[config.mk]
export PLATFORM = sky130hd
export DESIGN_NAME = bldc_hall_commutator_speed_estimator_core_flat
export DESIGN_NICKNAME = d
export VERILOG_FILES = /design/src/bhc_pkg.sv /design/src/bhc_if.sv /design/src/bldc_hall_commutator_speed_estimator_core.sv /design/src/flat_wrapper.sv
export SDC_FILE = /design/constraint.sdc
export NUM_CORES = 1
export LEC_CHECK = 0
export ABC_CLOCK_PERIOD_IN_PS = 9100
export BUFFER_PORTS_ARGS = -buffer_cell sky130_fd_sc_hd__buf_2
export CAP_MARGIN = 20
export CORE_ASPECT_RATIO = 1.75
export CORE_UTILIZATION = 55
export CTS_BUF_LIST = sky130_fd_sc_hd__clkbuf_16
export CTS_CLUSTER_DIAMETER = 120
export DETAILED_ROUTE_END_ITERATION = 10
export GPL_ROUTABILITY_DRIVEN = 0
export GPL_TIMING_DRIVEN = 1
export PLACE_DENSITY = 0.73
export SETUP_SLACK_MARGIN = 0.4
export SYNTH_ARGS = -nofsm -noshare
export SYNTH_HDL_FRONTEND = slang
export SYNTH_SLANG_ARGS = --single-unit
[constraint.sdc]
create_clock -name clk_i -period 9.1 [get_ports clk_i]
set_input_delay 0.91 -clock clk_i [delete_from_list [all_inputs] [get_ports clk_i]]
set_output_delay 0.91 -clock clk_i [all_outputs]
set_load 0.01 [all_outputs]
[src/bhc_pkg.sv]
`timescale 1ns / 1ps

package bhc_pkg;

  // Item opcodes.
  typedef enum logic [1:0] {
    OpHallEdge    = 2'd0,
    OpSpeedTick   = 2'd1,
    OpStartSample = 2'd2,
    OpStopClear   = 2'd3
  } op_e;

  // Configuration register indexes.
  typedef logic [0:0] cfg_idx_t;
  localparam cfg_idx_t CfgRpmPerEdge  = 1'b0;
  localparam cfg_idx_t CfgCountsPerRev = 1'b1;

  typedef logic [2:0]  hall_t;
  typedef logic [1:0]  phase_t;
  typedef logic [19:0] rpe_t;
  typedef logic [9:0]  cpr_t;

  localparam rpe_t  RpeReset   = 20'd40000;
  localparam cpr_t  CprReset   = 10'd24;
  localparam hall_t HallNone   = 3'd7;

  // Filter coefficients 0.8519 and 0.07407 in Q16.
  localparam logic [15:0] CoefFbQ16 = 16'd55830;
  localparam logic [15:0] CoefFfQ16 = 16'd4854;

  // Forward successor of a Hall state, zero when there is none.
  function automatic hall_t bhc_fwd_succ(input hall_t h);
    hall_t s;
    case (h)
      3'd1:    s = 3'd5;
      3'd2:    s = 3'd3;
      3'd3:    s = 3'd1;
      3'd4:    s = 3'd6;
      3'd5:    s = 3'd4;
      3'd6:    s = 3'd2;
      default: s = 3'd0;
    endcase
    return s;
  endfunction

  // Backward successor of a Hall state, zero when there is none.
  function automatic hall_t bhc_bwd_succ(input hall_t h);
    hall_t s;
    case (h)
      3'd1:    s = 3'd3;
      3'd2:    s = 3'd6;
      3'd3:    s = 3'd2;
      3'd4:    s = 3'd5;
      3'd5:    s = 3'd1;
      3'd6:    s = 3'd4;
      default: s = 3'd0;
    endcase
    return s;
  endfunction

  // Six-step pattern {high, low} for clockwise drive.
  function automatic logic [3:0] bhc_pat_cw(input hall_t h);
    logic [3:0] p;
    case (h)
      3'd1:    p = 4'h2;
      3'd2:    p = 4'h4;
      3'd3:    p = 4'h6;
      3'd4:    p = 4'h9;
      3'd5:    p = 4'h1;
      3'd6:    p = 4'h8;
      default: p = 4'h0;
    endcase
    return p;
  endfunction

  // Six-step pattern {high, low} for counter-clockwise drive.
  function automatic logic [3:0] bhc_pat_ccw(input hall_t h);
    logic [3:0] p;
    case (h)
      3'd1:    p = 4'h8;
      3'd2:    p = 4'h1;
      3'd3:    p = 4'h9;
      3'd4:    p = 4'h6;
      3'd5:    p = 4'h4;
      3'd6:    p = 4'h2;
      default: p = 4'h0;
    endcase
    return p;
  endfunction

endpackage

[src/bhc_if.sv]
`timescale 1ns / 1ps

// Input item channel.
interface bhc_item_if;
  import bhc_pkg::*;
  logic       valid;
  logic       ready;
  logic [1:0] opcode;
  hall_t      hall_bits;
  logic       drive_ccw;
  modport source (output valid, opcode, hall_bits, drive_ccw, input ready);
  modport sink (input valid, opcode, hall_bits, drive_ccw, output ready);
endinterface

// Result channel.
interface bhc_result_if;
  import bhc_pkg::*;
  logic               valid;
  logic               ready;
  phase_t             high_phase;
  phase_t             low_phase;
  logic               drive_known;
  logic               rotation_ccw;
  logic signed [15:0] speed_rpm;
  logic signed [15:0] revolutions;
  modport source (output valid, high_phase, low_phase, drive_known, rotation_ccw,
                  speed_rpm, revolutions, input ready);
  modport sink (input valid, high_phase, low_phase, drive_known, rotation_ccw,
                speed_rpm, revolutions, output ready);
endinterface

// Configuration write channel.
interface bhc_cfg_if;
  import bhc_pkg::*;
  logic        valid;
  logic        ready;
  cfg_idx_t    index;
  logic [19:0] data;
  modport source (output valid, index, data, input ready);
  modport sink (input valid, index, data, output ready);
endinterface

[src/bldc_hall_commutator_speed_estimator_core.sv]
`timescale 1ns / 1ps

// Six-step Hall commutator with speed and position estimator.
// item_i carries one beat per event: Hall edge, speed tick, start sample or
// stop clear. Every accepted beat produces exactly one beat on result_o with
// the drive pattern, measured direction, filtered speed and revolutions.
// cfg_i writes rpm_per_edge_q8 (index 0) and counts_per_rev (index 1); it is
// always ready. It is to be used only while the block is idle; the block
// itself does not enforce this. Hall, start and stop beats update the state
// in the accept cycle; the emit state then loads the result into the output
// register, and the next beat is taken once the block is back in idle. A
// speed tick runs a bit-serial multiply over the edge-count bits, a saturate
// step, a pre-add step, a bit-serial filter multiply over the coefficient
// bits and the finishing steps StFin and StOut before its result is emitted.
// The restoring divider for revolutions runs alongside the speed path.
// One beat is worked on at a time. A finished result waits in the output
// register while the receiver stalls; a new item is taken meanwhile, but
// its result is held back until the output register is free. Reset loads
// the register defaults, clears counters, filter and outputs, marks the
// drive as unknown and sets the previous Hall state to 7.
module bldc_hall_commutator_speed_estimator_core (
  input  logic       clk_i,
  input  logic       rst_ni,
  bhc_item_if.sink   item_i,
  bhc_result_if.source result_o,
  bhc_cfg_if.sink    cfg_i
);
  import bhc_pkg::*;

  typedef enum logic [2:0] {
    StIdle,
    StMul,
    StSat,
    StSum,
    StFilt,
    StFin,
    StOut,
    StEmit
  } st_e;

  st_e state_q;
  logic [3:0] cnt_q;

  // Configuration.
  rpe_t rpe_q;
  cpr_t cpr_q;

  // Model state.
  hall_t        prev_hall_q;
  logic         dir_q;
  logic [15:0]  edge_q;
  logic [31:0]  pos_q;
  logic [31:0]  raw_prev_q;
  logic [31:0]  filt_q;
  logic [15:0]  speed_q;
  logic [15:0]  revs_q;
  logic         drive_known_q;
  phase_t       drive_hi_q;
  phase_t       drive_lo_q;

  // Tick datapath.
  logic [35:0]  hi_q;
  logic [15:0]  lo_q;
  logic [31:0]  raw_q;
  logic [32:0]  sum_q;
  logic [15:0]  cfb_q;
  logic [15:0]  cff_q;

  // Divider.
  logic         div_busy_q;
  logic [4:0]   div_cnt_q;
  logic [31:0]  div_q;
  logic [9:0]   div_rem_q;
  logic         div_neg_q;

  // Output register.
  logic         out_valid_q;

  logic         accept;
  logic         emit;
  op_e          op;
  hall_t        h_in;
  hall_t        f_succ;
  hall_t        b_succ;
  logic         step_fwd;
  logic         step_bwd;
  logic         pat_ok;
  logic [3:0]   pat;
  logic [31:0]  pos_hall;
  logic         dir_hall;
  logic [20:0]  mul_sum;
  logic [35:0]  mag;
  logic [35:0]  mag_neg;
  logic [31:0]  raw_sat;
  logic [32:0]  sum_raw;
  logic [35:0]  addend;
  logic [35:0]  psum;
  logic [35:0]  fin_sum;
  logic [31:0]  filt_sat;
  logic [32:0]  filt_bias;
  logic [24:0]  spd;
  logic [15:0]  speed_sat;
  logic [15:0]  revs_sat;
  logic [15:0]  quot_neg;
  cpr_t         dvsr;
  logic [10:0]  div_t;
  logic         div_ge;
  logic [10:0]  div_diff;

  assign item_i.ready = (state_q == StIdle);
  assign cfg_i.ready  = 1'b1;
  assign accept       = item_i.valid && item_i.ready;
  assign op           = op_e'(item_i.opcode);
  assign h_in         = item_i.hall_bits;
  assign result_o.valid = out_valid_q;
  assign emit         = (state_q == StEmit) && (!out_valid_q || result_o.ready);

  // Hall step: direction, position count and drive pattern.
  always_comb begin
    f_succ   = bhc_fwd_succ(prev_hall_q);
    b_succ   = bhc_bwd_succ(prev_hall_q);
    step_fwd = (f_succ != 3'd0) && (h_in == f_succ);
    step_bwd = !step_fwd && (b_succ != 3'd0) && (h_in == b_succ);
    pat_ok   = (h_in != 3'd0) && (h_in != 3'd7);
    pat      = item_i.drive_ccw ? bhc_pat_ccw(h_in) : bhc_pat_cw(h_in);
    dir_hall = dir_q;
    pos_hall = pos_q;
    if (step_fwd) begin
      dir_hall = 1'b0;
      if (pos_q != 32'h7FFF_FFFF) pos_hall = pos_q + 32'd1;
    end else if (step_bwd) begin
      dir_hall = 1'b1;
      if (pos_q != 32'h8000_0000) pos_hall = pos_q - 32'd1;
    end
  end

  // Speed path: serial multiply step, saturation, pre-add, filter step.
  always_comb begin
    mul_sum = {1'b0, hi_q[19:0]} + (edge_q[0] ? {1'b0, rpe_q} : 21'd0);
    mag     = {hi_q[19:0], lo_q};
    mag_neg = ~mag + 36'd1;
    if (dir_q) begin
      raw_sat = (mag > 36'h0_8000_0000) ? 32'h8000_0000 : mag_neg[31:0];
    end else begin
      raw_sat = (mag > 36'h0_7FFF_FFFF) ? 32'h7FFF_FFFF : mag[31:0];
    end
    sum_raw = {raw_q[31], raw_q} + {raw_prev_q[31], raw_prev_q};
    addend  = (cfb_q[0] ? {{4{filt_q[31]}}, filt_q} : 36'd0)
            + (cff_q[0] ? {{3{sum_q[32]}}, sum_q} : 36'd0);
    psum    = hi_q + addend;
  end

  // Finishing: rounding, saturation, scaling to rpm and signed quotient.
  always_comb begin
    fin_sum = hi_q + {35'd0, lo_q[15]};
    if ($signed(fin_sum) > $signed(36'h0_7FFF_FFFF)) begin
      filt_sat = 32'h7FFF_FFFF;
    end else if ($signed(fin_sum) < $signed(36'hF_8000_0000)) begin
      filt_sat = 32'h8000_0000;
    end else begin
      filt_sat = fin_sum[31:0];
    end
    // Division by 256 truncating toward zero.
    filt_bias = {filt_q[31], filt_q} + (filt_q[31] ? 33'd255 : 33'd0);
    spd       = filt_bias[32:8];
    if ($signed(spd) > $signed(25'h000_7FFF)) begin
      speed_sat = 16'h7FFF;
    end else if ($signed(spd) < $signed(25'h1FF_8000)) begin
      speed_sat = 16'h8000;
    end else begin
      speed_sat = spd[15:0];
    end
    quot_neg = ~div_q[15:0] + 16'd1;
    if (div_neg_q) begin
      revs_sat = (div_q > 32'd32768) ? 16'h8000 : quot_neg;
    end else begin
      revs_sat = (div_q > 32'd32767) ? 16'h7FFF : div_q[15:0];
    end
  end

  // Restoring divider step.
  always_comb begin
    dvsr     = (cpr_q == 10'd0) ? 10'd1 : cpr_q;
    div_t    = {div_rem_q, div_q[31]};
    div_ge   = div_t >= {1'b0, dvsr};
    div_diff = div_t - {1'b0, dvsr};
  end

  // Sequencer, state and registered outputs.
  always_ff @(posedge clk_i or negedge rst_ni) begin
    if (!rst_ni) begin
      state_q       <= StIdle;
      cnt_q         <= '0;
      rpe_q         <= RpeReset;
      cpr_q         <= CprReset;
      prev_hall_q   <= HallNone;
      dir_q         <= 1'b0;
      edge_q        <= '0;
      pos_q         <= '0;
      raw_prev_q    <= '0;
      filt_q        <= '0;
      speed_q       <= '0;
      revs_q        <= '0;
      drive_known_q <= 1'b0;
      drive_hi_q    <= '0;
      drive_lo_q    <= '0;
      hi_q          <= '0;
      lo_q          <= '0;
      raw_q         <= '0;
      sum_q         <= '0;
      cfb_q         <= '0;
      cff_q         <= '0;
      div_busy_q    <= 1'b0;
      div_cnt_q     <= '0;
      div_q         <= '0;
      div_rem_q     <= '0;
      div_neg_q     <= 1'b0;
      out_valid_q   <= 1'b0;
      result_o.high_phase   <= '0;
      result_o.low_phase    <= '0;
      result_o.drive_known  <= 1'b0;
      result_o.rotation_ccw <= 1'b0;
      result_o.speed_rpm    <= '0;
      result_o.revolutions  <= '0;
    end else begin
      // Configuration writes.
      if (cfg_i.valid) begin
        case (cfg_i.index)
          CfgRpmPerEdge:   rpe_q <= cfg_i.data;
          CfgCountsPerRev: cpr_q <= cfg_i.data[9:0];
          default:         rpe_q <= rpe_q;
        endcase
      end

      // Output valid: set by a new result, cleared when the beat is taken.
      if (emit) begin
        out_valid_q <= 1'b1;
      end else if (result_o.ready) begin
        out_valid_q <= 1'b0;
      end

      // Divider runs alongside the speed path.
      if (div_busy_q) begin
        div_rem_q <= div_ge ? div_diff[9:0] : div_t[9:0];
        div_q     <= {div_q[30:0], div_ge};
        div_cnt_q <= div_cnt_q + 5'd1;
        if (div_cnt_q == 5'd31) div_busy_q <= 1'b0;
      end

      case (state_q)
        StIdle: begin
          if (accept) begin
            case (op)
              OpHallEdge, OpStartSample: begin
                if (op == OpHallEdge && edge_q != 16'hFFFF) edge_q <= edge_q + 16'd1;
                prev_hall_q <= h_in;
                dir_q       <= dir_hall;
                pos_q       <= pos_hall;
                if (pat_ok) begin
                  drive_known_q <= 1'b1;
                  drive_hi_q    <= pat[3:2];
                  drive_lo_q    <= pat[1:0];
                end
                state_q <= StEmit;
              end
              OpSpeedTick: begin
                hi_q       <= '0;
                lo_q       <= '0;
                cnt_q      <= '0;
                div_busy_q <= 1'b1;
                div_cnt_q  <= '0;
                div_rem_q  <= '0;
                div_neg_q  <= pos_q[31];
                div_q      <= pos_q[31] ? (~pos_q + 32'd1) : pos_q;
                state_q    <= StMul;
              end
              OpStopClear: begin
                edge_q  <= '0;
                pos_q   <= '0;
                speed_q <= '0;
                revs_q  <= '0;
                state_q <= StEmit;
              end
              default: state_q <= StEmit;
            endcase
          end
        end
        // Edge count times rpm per edge, one multiplier bit a cycle; the
        // edge count shifts out and is left cleared.
        StMul: begin
          hi_q   <= {16'd0, mul_sum[20:1]};
          lo_q   <= {mul_sum[0], lo_q[15:1]};
          edge_q <= {1'b0, edge_q[15:1]};
          cnt_q  <= cnt_q + 4'd1;
          if (cnt_q == 4'd15) state_q <= StSat;
        end
        StSat: begin
          raw_q   <= raw_sat;
          state_q <= StSum;
        end
        StSum: begin
          sum_q      <= sum_raw;
          raw_prev_q <= raw_q;
          hi_q       <= '0;
          lo_q       <= '0;
          cfb_q      <= CoefFbQ16;
          cff_q      <= CoefFfQ16;
          cnt_q      <= '0;
          state_q    <= StFilt;
        end
        // Filter products, one coefficient bit a cycle, LSB first.
        StFilt: begin
          hi_q  <= {psum[35], psum[35:1]};
          lo_q  <= {psum[0], lo_q[15:1]};
          cfb_q <= {1'b0, cfb_q[15:1]};
          cff_q <= {1'b0, cff_q[15:1]};
          cnt_q <= cnt_q + 4'd1;
          if (cnt_q == 4'd15) state_q <= StFin;
        end
        StFin: begin
          filt_q  <= filt_sat;
          state_q <= StOut;
        end
        StOut: begin
          speed_q <= speed_sat;
          revs_q  <= revs_sat;
          state_q <= StEmit;
        end
        StEmit: begin
          if (emit) begin
            result_o.high_phase   <= drive_known_q ? drive_hi_q : 2'd0;
            result_o.low_phase    <= drive_known_q ? drive_lo_q : 2'd0;
            result_o.drive_known  <= drive_known_q;
            result_o.rotation_ccw <= dir_q;
            result_o.speed_rpm    <= speed_q;
            result_o.revolutions  <= revs_q;
            state_q               <= StIdle;
          end
        end
        default: state_q <= StIdle;
      endcase
    end
  end

`ifndef SYNTHESIS
  // A speed tick always starts the serial multiply.
  a_tick_starts: assert property (@(posedge clk_i) disable iff (!rst_ni)
    (accept && item_i.opcode == OpSpeedTick) |=> (state_q == StMul && div_busy_q))
    else $error("speed tick did not start the multiply and divide");

  // The quotient must be final before revolutions are taken from it.
  a_div_done: assert property (@(posedge clk_i) disable iff (!rst_ni)
    (state_q == StOut) |-> !div_busy_q)
    else $error("divider still busy when revolutions are updated");

  // Once a valid Hall state has set the drive, it stays known.
  a_known_sticky: assert property (@(posedge clk_i) disable iff (!rst_ni)
    !$fell(drive_known_q))
    else $error("drive pattern lost its known flag");

  // A free output register always takes the pending result.
  a_emit: assert property (@(posedge clk_i) disable iff (!rst_ni)
    (state_q == StEmit && (!out_valid_q || result_o.ready))
      |=> (out_valid_q && state_q == StIdle))
    else $error("pending result was not loaded into the output register");
`endif

endmodule
[src/flat_wrapper.sv]
// flat-port wrapper written by rule: the top's interface ports become plain ports
module bldc_hall_commutator_speed_estimator_core_flat import bhc_pkg::*;
  (clk_i, rst_ni, item_i_valid, item_i_opcode, item_i_hall_bits, item_i_drive_ccw, item_i_ready, result_o_valid, result_o_high_phase, result_o_low_phase, result_o_drive_known, result_o_rotation_ccw, result_o_speed_rpm, result_o_revolutions, result_o_ready, cfg_i_valid, cfg_i_index, cfg_i_data, cfg_i_ready);
  bhc_item_if item_i_i ();
  bhc_result_if result_o_i ();
  bhc_cfg_if cfg_i_i ();
  input  logic clk_i;
  input  logic rst_ni;
  input wire logic [$bits(item_i_i.valid)-1:0] item_i_valid;
  input wire logic [$bits(item_i_i.opcode)-1:0] item_i_opcode;
  input wire logic [$bits(item_i_i.hall_bits)-1:0] item_i_hall_bits;
  input wire logic [$bits(item_i_i.drive_ccw)-1:0] item_i_drive_ccw;
  output wire logic [$bits(item_i_i.ready)-1:0] item_i_ready;
  output wire logic [$bits(result_o_i.valid)-1:0] result_o_valid;
  output wire logic [$bits(result_o_i.high_phase)-1:0] result_o_high_phase;
  output wire logic [$bits(result_o_i.low_phase)-1:0] result_o_low_phase;
  output wire logic [$bits(result_o_i.drive_known)-1:0] result_o_drive_known;
  output wire logic [$bits(result_o_i.rotation_ccw)-1:0] result_o_rotation_ccw;
  output wire logic [$bits(result_o_i.speed_rpm)-1:0] result_o_speed_rpm;
  output wire logic [$bits(result_o_i.revolutions)-1:0] result_o_revolutions;
  input wire logic [$bits(result_o_i.ready)-1:0] result_o_ready;
  input wire logic [$bits(cfg_i_i.valid)-1:0] cfg_i_valid;
  input wire logic [$bits(cfg_i_i.index)-1:0] cfg_i_index;
  input wire logic [$bits(cfg_i_i.data)-1:0] cfg_i_data;
  output wire logic [$bits(cfg_i_i.ready)-1:0] cfg_i_ready;
  assign item_i_i.valid = item_i_valid;
  assign item_i_i.opcode = item_i_opcode;
  assign item_i_i.hall_bits = item_i_hall_bits;
  assign item_i_i.drive_ccw = item_i_drive_ccw;
  assign item_i_ready = item_i_i.ready;
  assign result_o_valid = result_o_i.valid;
  assign result_o_high_phase = result_o_i.high_phase;
  assign result_o_low_phase = result_o_i.low_phase;
  assign result_o_drive_known = result_o_i.drive_known;
  assign result_o_rotation_ccw = result_o_i.rotation_ccw;
  assign result_o_speed_rpm = result_o_i.speed_rpm;
  assign result_o_revolutions = result_o_i.revolutions;
  assign result_o_i.ready = result_o_ready;
  assign cfg_i_i.valid = cfg_i_valid;
  assign cfg_i_i.index = cfg_i_index;
  assign cfg_i_i.data = cfg_i_data;
  assign cfg_i_ready = cfg_i_i.ready;
  bldc_hall_commutator_speed_estimator_core u_core (.clk_i(clk_i), .rst_ni(rst_ni), .item_i(item_i_i), .result_o(result_o_i), .cfg_i(cfg_i_i));
endmodule
==> results.json <==
{
  "grt-ovfl-total": 0,
  "fin_hold_ws_ns": 0.436,
  "synth.top_cell.area_share_pct": 37.2,
  "grt_pass1_vias": 24000,
  "grt_max_degree": 137,
  "cts_resized": 0,
  "p_total_mw": 12.1,
  "syn_avg_cell_area_sq_um": 8.84,
  "place_inst": 3744,
  "clkTransAtPathRegs_ns": 0.06,
  "rsz0062_at_grt": "no",
  "clock-sinks": 422,
  "cp_max_fo": 44,
  "synthTopCellsByArea": "dfrtp_1 37%, ha_1 7.0%, nand2_1 6.5%",
  "p_leak_nw": 13.7,
  "maxSlewHeadroom_pct": 23.4,
  "crit_required_ns": 9.60,
  "htree_levels": 2,
  "cts_buffers": 42,
  "netlist_area_sq_um": 27700,
  "peakVddDrop_v": 0.000322,
  "synth_cell_types": 86,
  "worst_pin_slew_ns": 1.15,
  "totalWireLength_microns": 75300,
  "dieArea_sq_um": 51300,
  "drv_cap": 0,
  "synth_commonest_cells": "476 x nand2_1, 412 x dfrtp_1, 223 x o21ai_0",
  "fmax_mhz": 205,
  "syn_inst": 3133,
  "wl_per_cell_microns": 19.7,
  "vias": 23700,
  "regToRegSetupSlack_ns": 4.24,
  "worstSkewPairLatency_ns": 0.59,
  "finalHoldViolations": 0,
  "setup_ws_ns": 4.21,
  "fin_area_sq_um": 30100,
  "synth-seq-cells": 422,
  "track_usage_pct": 30.0,
  "dpl.hpwl_microns": 55800,
  "slew_violations": 0,
  "antenna_found_initial": 7,
  "fin_skew_ns": 0.0337,
  "grt_first_pass_wirelength_microns": 123000,
  "crit_path_start_kind": "input pin",
  "utilization_pct": 60.6,
  "final_nets": 3359,
  "synth.yosys.warnings": 0,
  "final_cells": 3827,
  "die_h_microns": 299,
  "placed_area_sq_um": 28600,
  "fin_crit_sh_pct": 53.7,
  "setup_viol": 0,
  "synth.most_common_cell": "nand2_1",
  "fillerInstances": 4276,
  "cp-end-kind": "flip-flop",
  "chipWidth_microns": 172,
  "fp-row-count": 108,
  "drive_above_1_share_pct": 9.10,
  "ios": 73,
  "tns_ns": 0,
  "coreArea_sq_um": 49600,
  "min_period_ns": 4.89,
  "cellPowerDensity_nw_per_um2": 402,
  "arrival_ns": 5.39,
  "post-cts-setup-buffer-count": 0,
  "root_buffer": "clkbuf_16",
  "worstSetupPathType": "in -> reg",
  "first_iter_violations": 1477,
  "area_delta_synth_final_pct": 8.56,
  "port-buffer-count": 71,
  "synth-edff-count": 0,
  "synth_ff_type": "dfrtp_1",
  "clk_path_buf_depth": 3,
  "cts_tree": "built",
  "status": "finished, final reports clean",
  "initial_core_util_pct": 55.8,
  "hold_path.class": "in -> async",
  "synth_top_area_cell": "dfrtp_1",
  "synth_async_sr_flop_share_pct": 100,
  "ant_nets": 0,
  "drtPass1Iterations": 5,
  "synth_fp_nets": 3360,
  "drc_errors": 0,
  "hold_buffers": 0,
  "viasPerCell": 6.20,
  "synth_seq_area_share_pct": 38.2,
  "pre_cts_slack_ns": 3.81
}
==> cell families after synthesis <==
group | after synthesis | synth area share (%)
simple gates | 1073 | 17.8
compound gates | 828 | 19.5
flops | 422 | 38.2
buf+inv | 322 | 4.51
fa+ha+maj | 195 | 9.90
xor+xnor | 180 | 5.69
mux | 112 | 4.35
other cells | 1 | 0.0135
==> final timing paths <==
path                                       start           endpoint  cells after the start
setup / recovery             item_i_hall_bits[0]   u_core.pos_q[31]                     16
hold / removal                            rst_ni  u_core.filt_q[31]                      1
setup reg to reg           u_core.prev_hall_q[2]   u_core.pos_q[31]                     15
hold reg to reg                u_core.revs_q[15]  u_core.revs_q[15]                      2
max in group asynchronous                 rst_ni  u_core.div_busy_q                      2
min in group clk_i             u_core.revs_q[15]  u_core.revs_q[15]                      2
==> power by group <==
group	total [mW]	leakage, nW	internal (mW)	switching [mW]
combinational	6.79	7.93	2.77	4.02
sequential	3.54	5.08	2.65	0.883
clock	1.76	0.687	0.966	0.792
total	12.1	13.7	6.39	5.70
==> state kept, by name, indices dropped and copies added, names as in the netlist, 3 cells and up <==
name and count:
u_core.cff_q 13, u_core.pos_q 32, u_core.cnt_q 4, u_core.cpr_q 10
u_core.edge_q 16, u_core.raw_prev_q 32, u_core.rpe_q 20, u_core.revs_q 16
u_core.div_rem_q 10, u_core.raw_q 32, u_core.div_cnt_q 5, u_core.sum_q 33
u_core.cfb_q 15, u_core.state_q 3, u_core.speed_q 16, u_core.hi_q 35
u_core.filt_q 32, u_core.div_q 32, u_core.lo_q 16, u_core.result_o.speed_rpm 16
u_core.prev_hall_q 3, u_core.result_o.revolutions 16
==> cell type report <==
type / count / area (sq um) / share of cell area [%]
multi-input combinational: 2389 / 15900 / 53.0
sequential: 422 / 10600 / 35.2
clock buffer: 42 / 1050 / 3.50
tap: 660 / 826 / 2.75
timing repair buffer: 105 / 697 / 2.32
inverter: 172 / 646 / 2.15
clock inverter: 35 / 324 / 1.08
antenna: 2 / 5.00 / 0.0167
==> routing by layer <==
layer	share of wire (%)	vias to the layer above	track usage, %
met4	7.0	12	19.3
met5	0.097	-	0
met3	4.1	283	3.87
met2	53	664	54.3
li1	-	11100	-
met1	36	11700	32.1
==> worst max-delay path: stages <==
cell and delay, ns:
buf_2 0.18, nor4bb_1 0.15, o21ai_0 0.17, o221a_2 0.19, buf_4 0.42, ha_1 0.33
a21o_1 0.16, a21o_1 0.21, a2111oi_0 0.68, o31ai_1 0.33, a21o_1 0.27, a2111oi_1 0.76
nor3_1 0.19, nor3_1 0.18, a21oi_1 0.07, a21oi_1 0.14
==> placed cells by master (no fill, tap or decap), drive strengths merged, types with 63 or more instances in the layout <==
master | synthesis | final
nor3 | 68 | 68
o21ai | 234 | 234
nor2 | 209 | 209
buf | 25 | 105
nand2 | 478 | 478
xnor2 | 120 | 120
nand3 | 81 | 81
dfrtp | 412 | 412
mux2 | 66 | 66
a21o | 63 | 63
ha | 155 | 155
a21oi | 169 | 169
inv | 172 | 180
No activity file was read; power rests on OpenSTA's default activity.
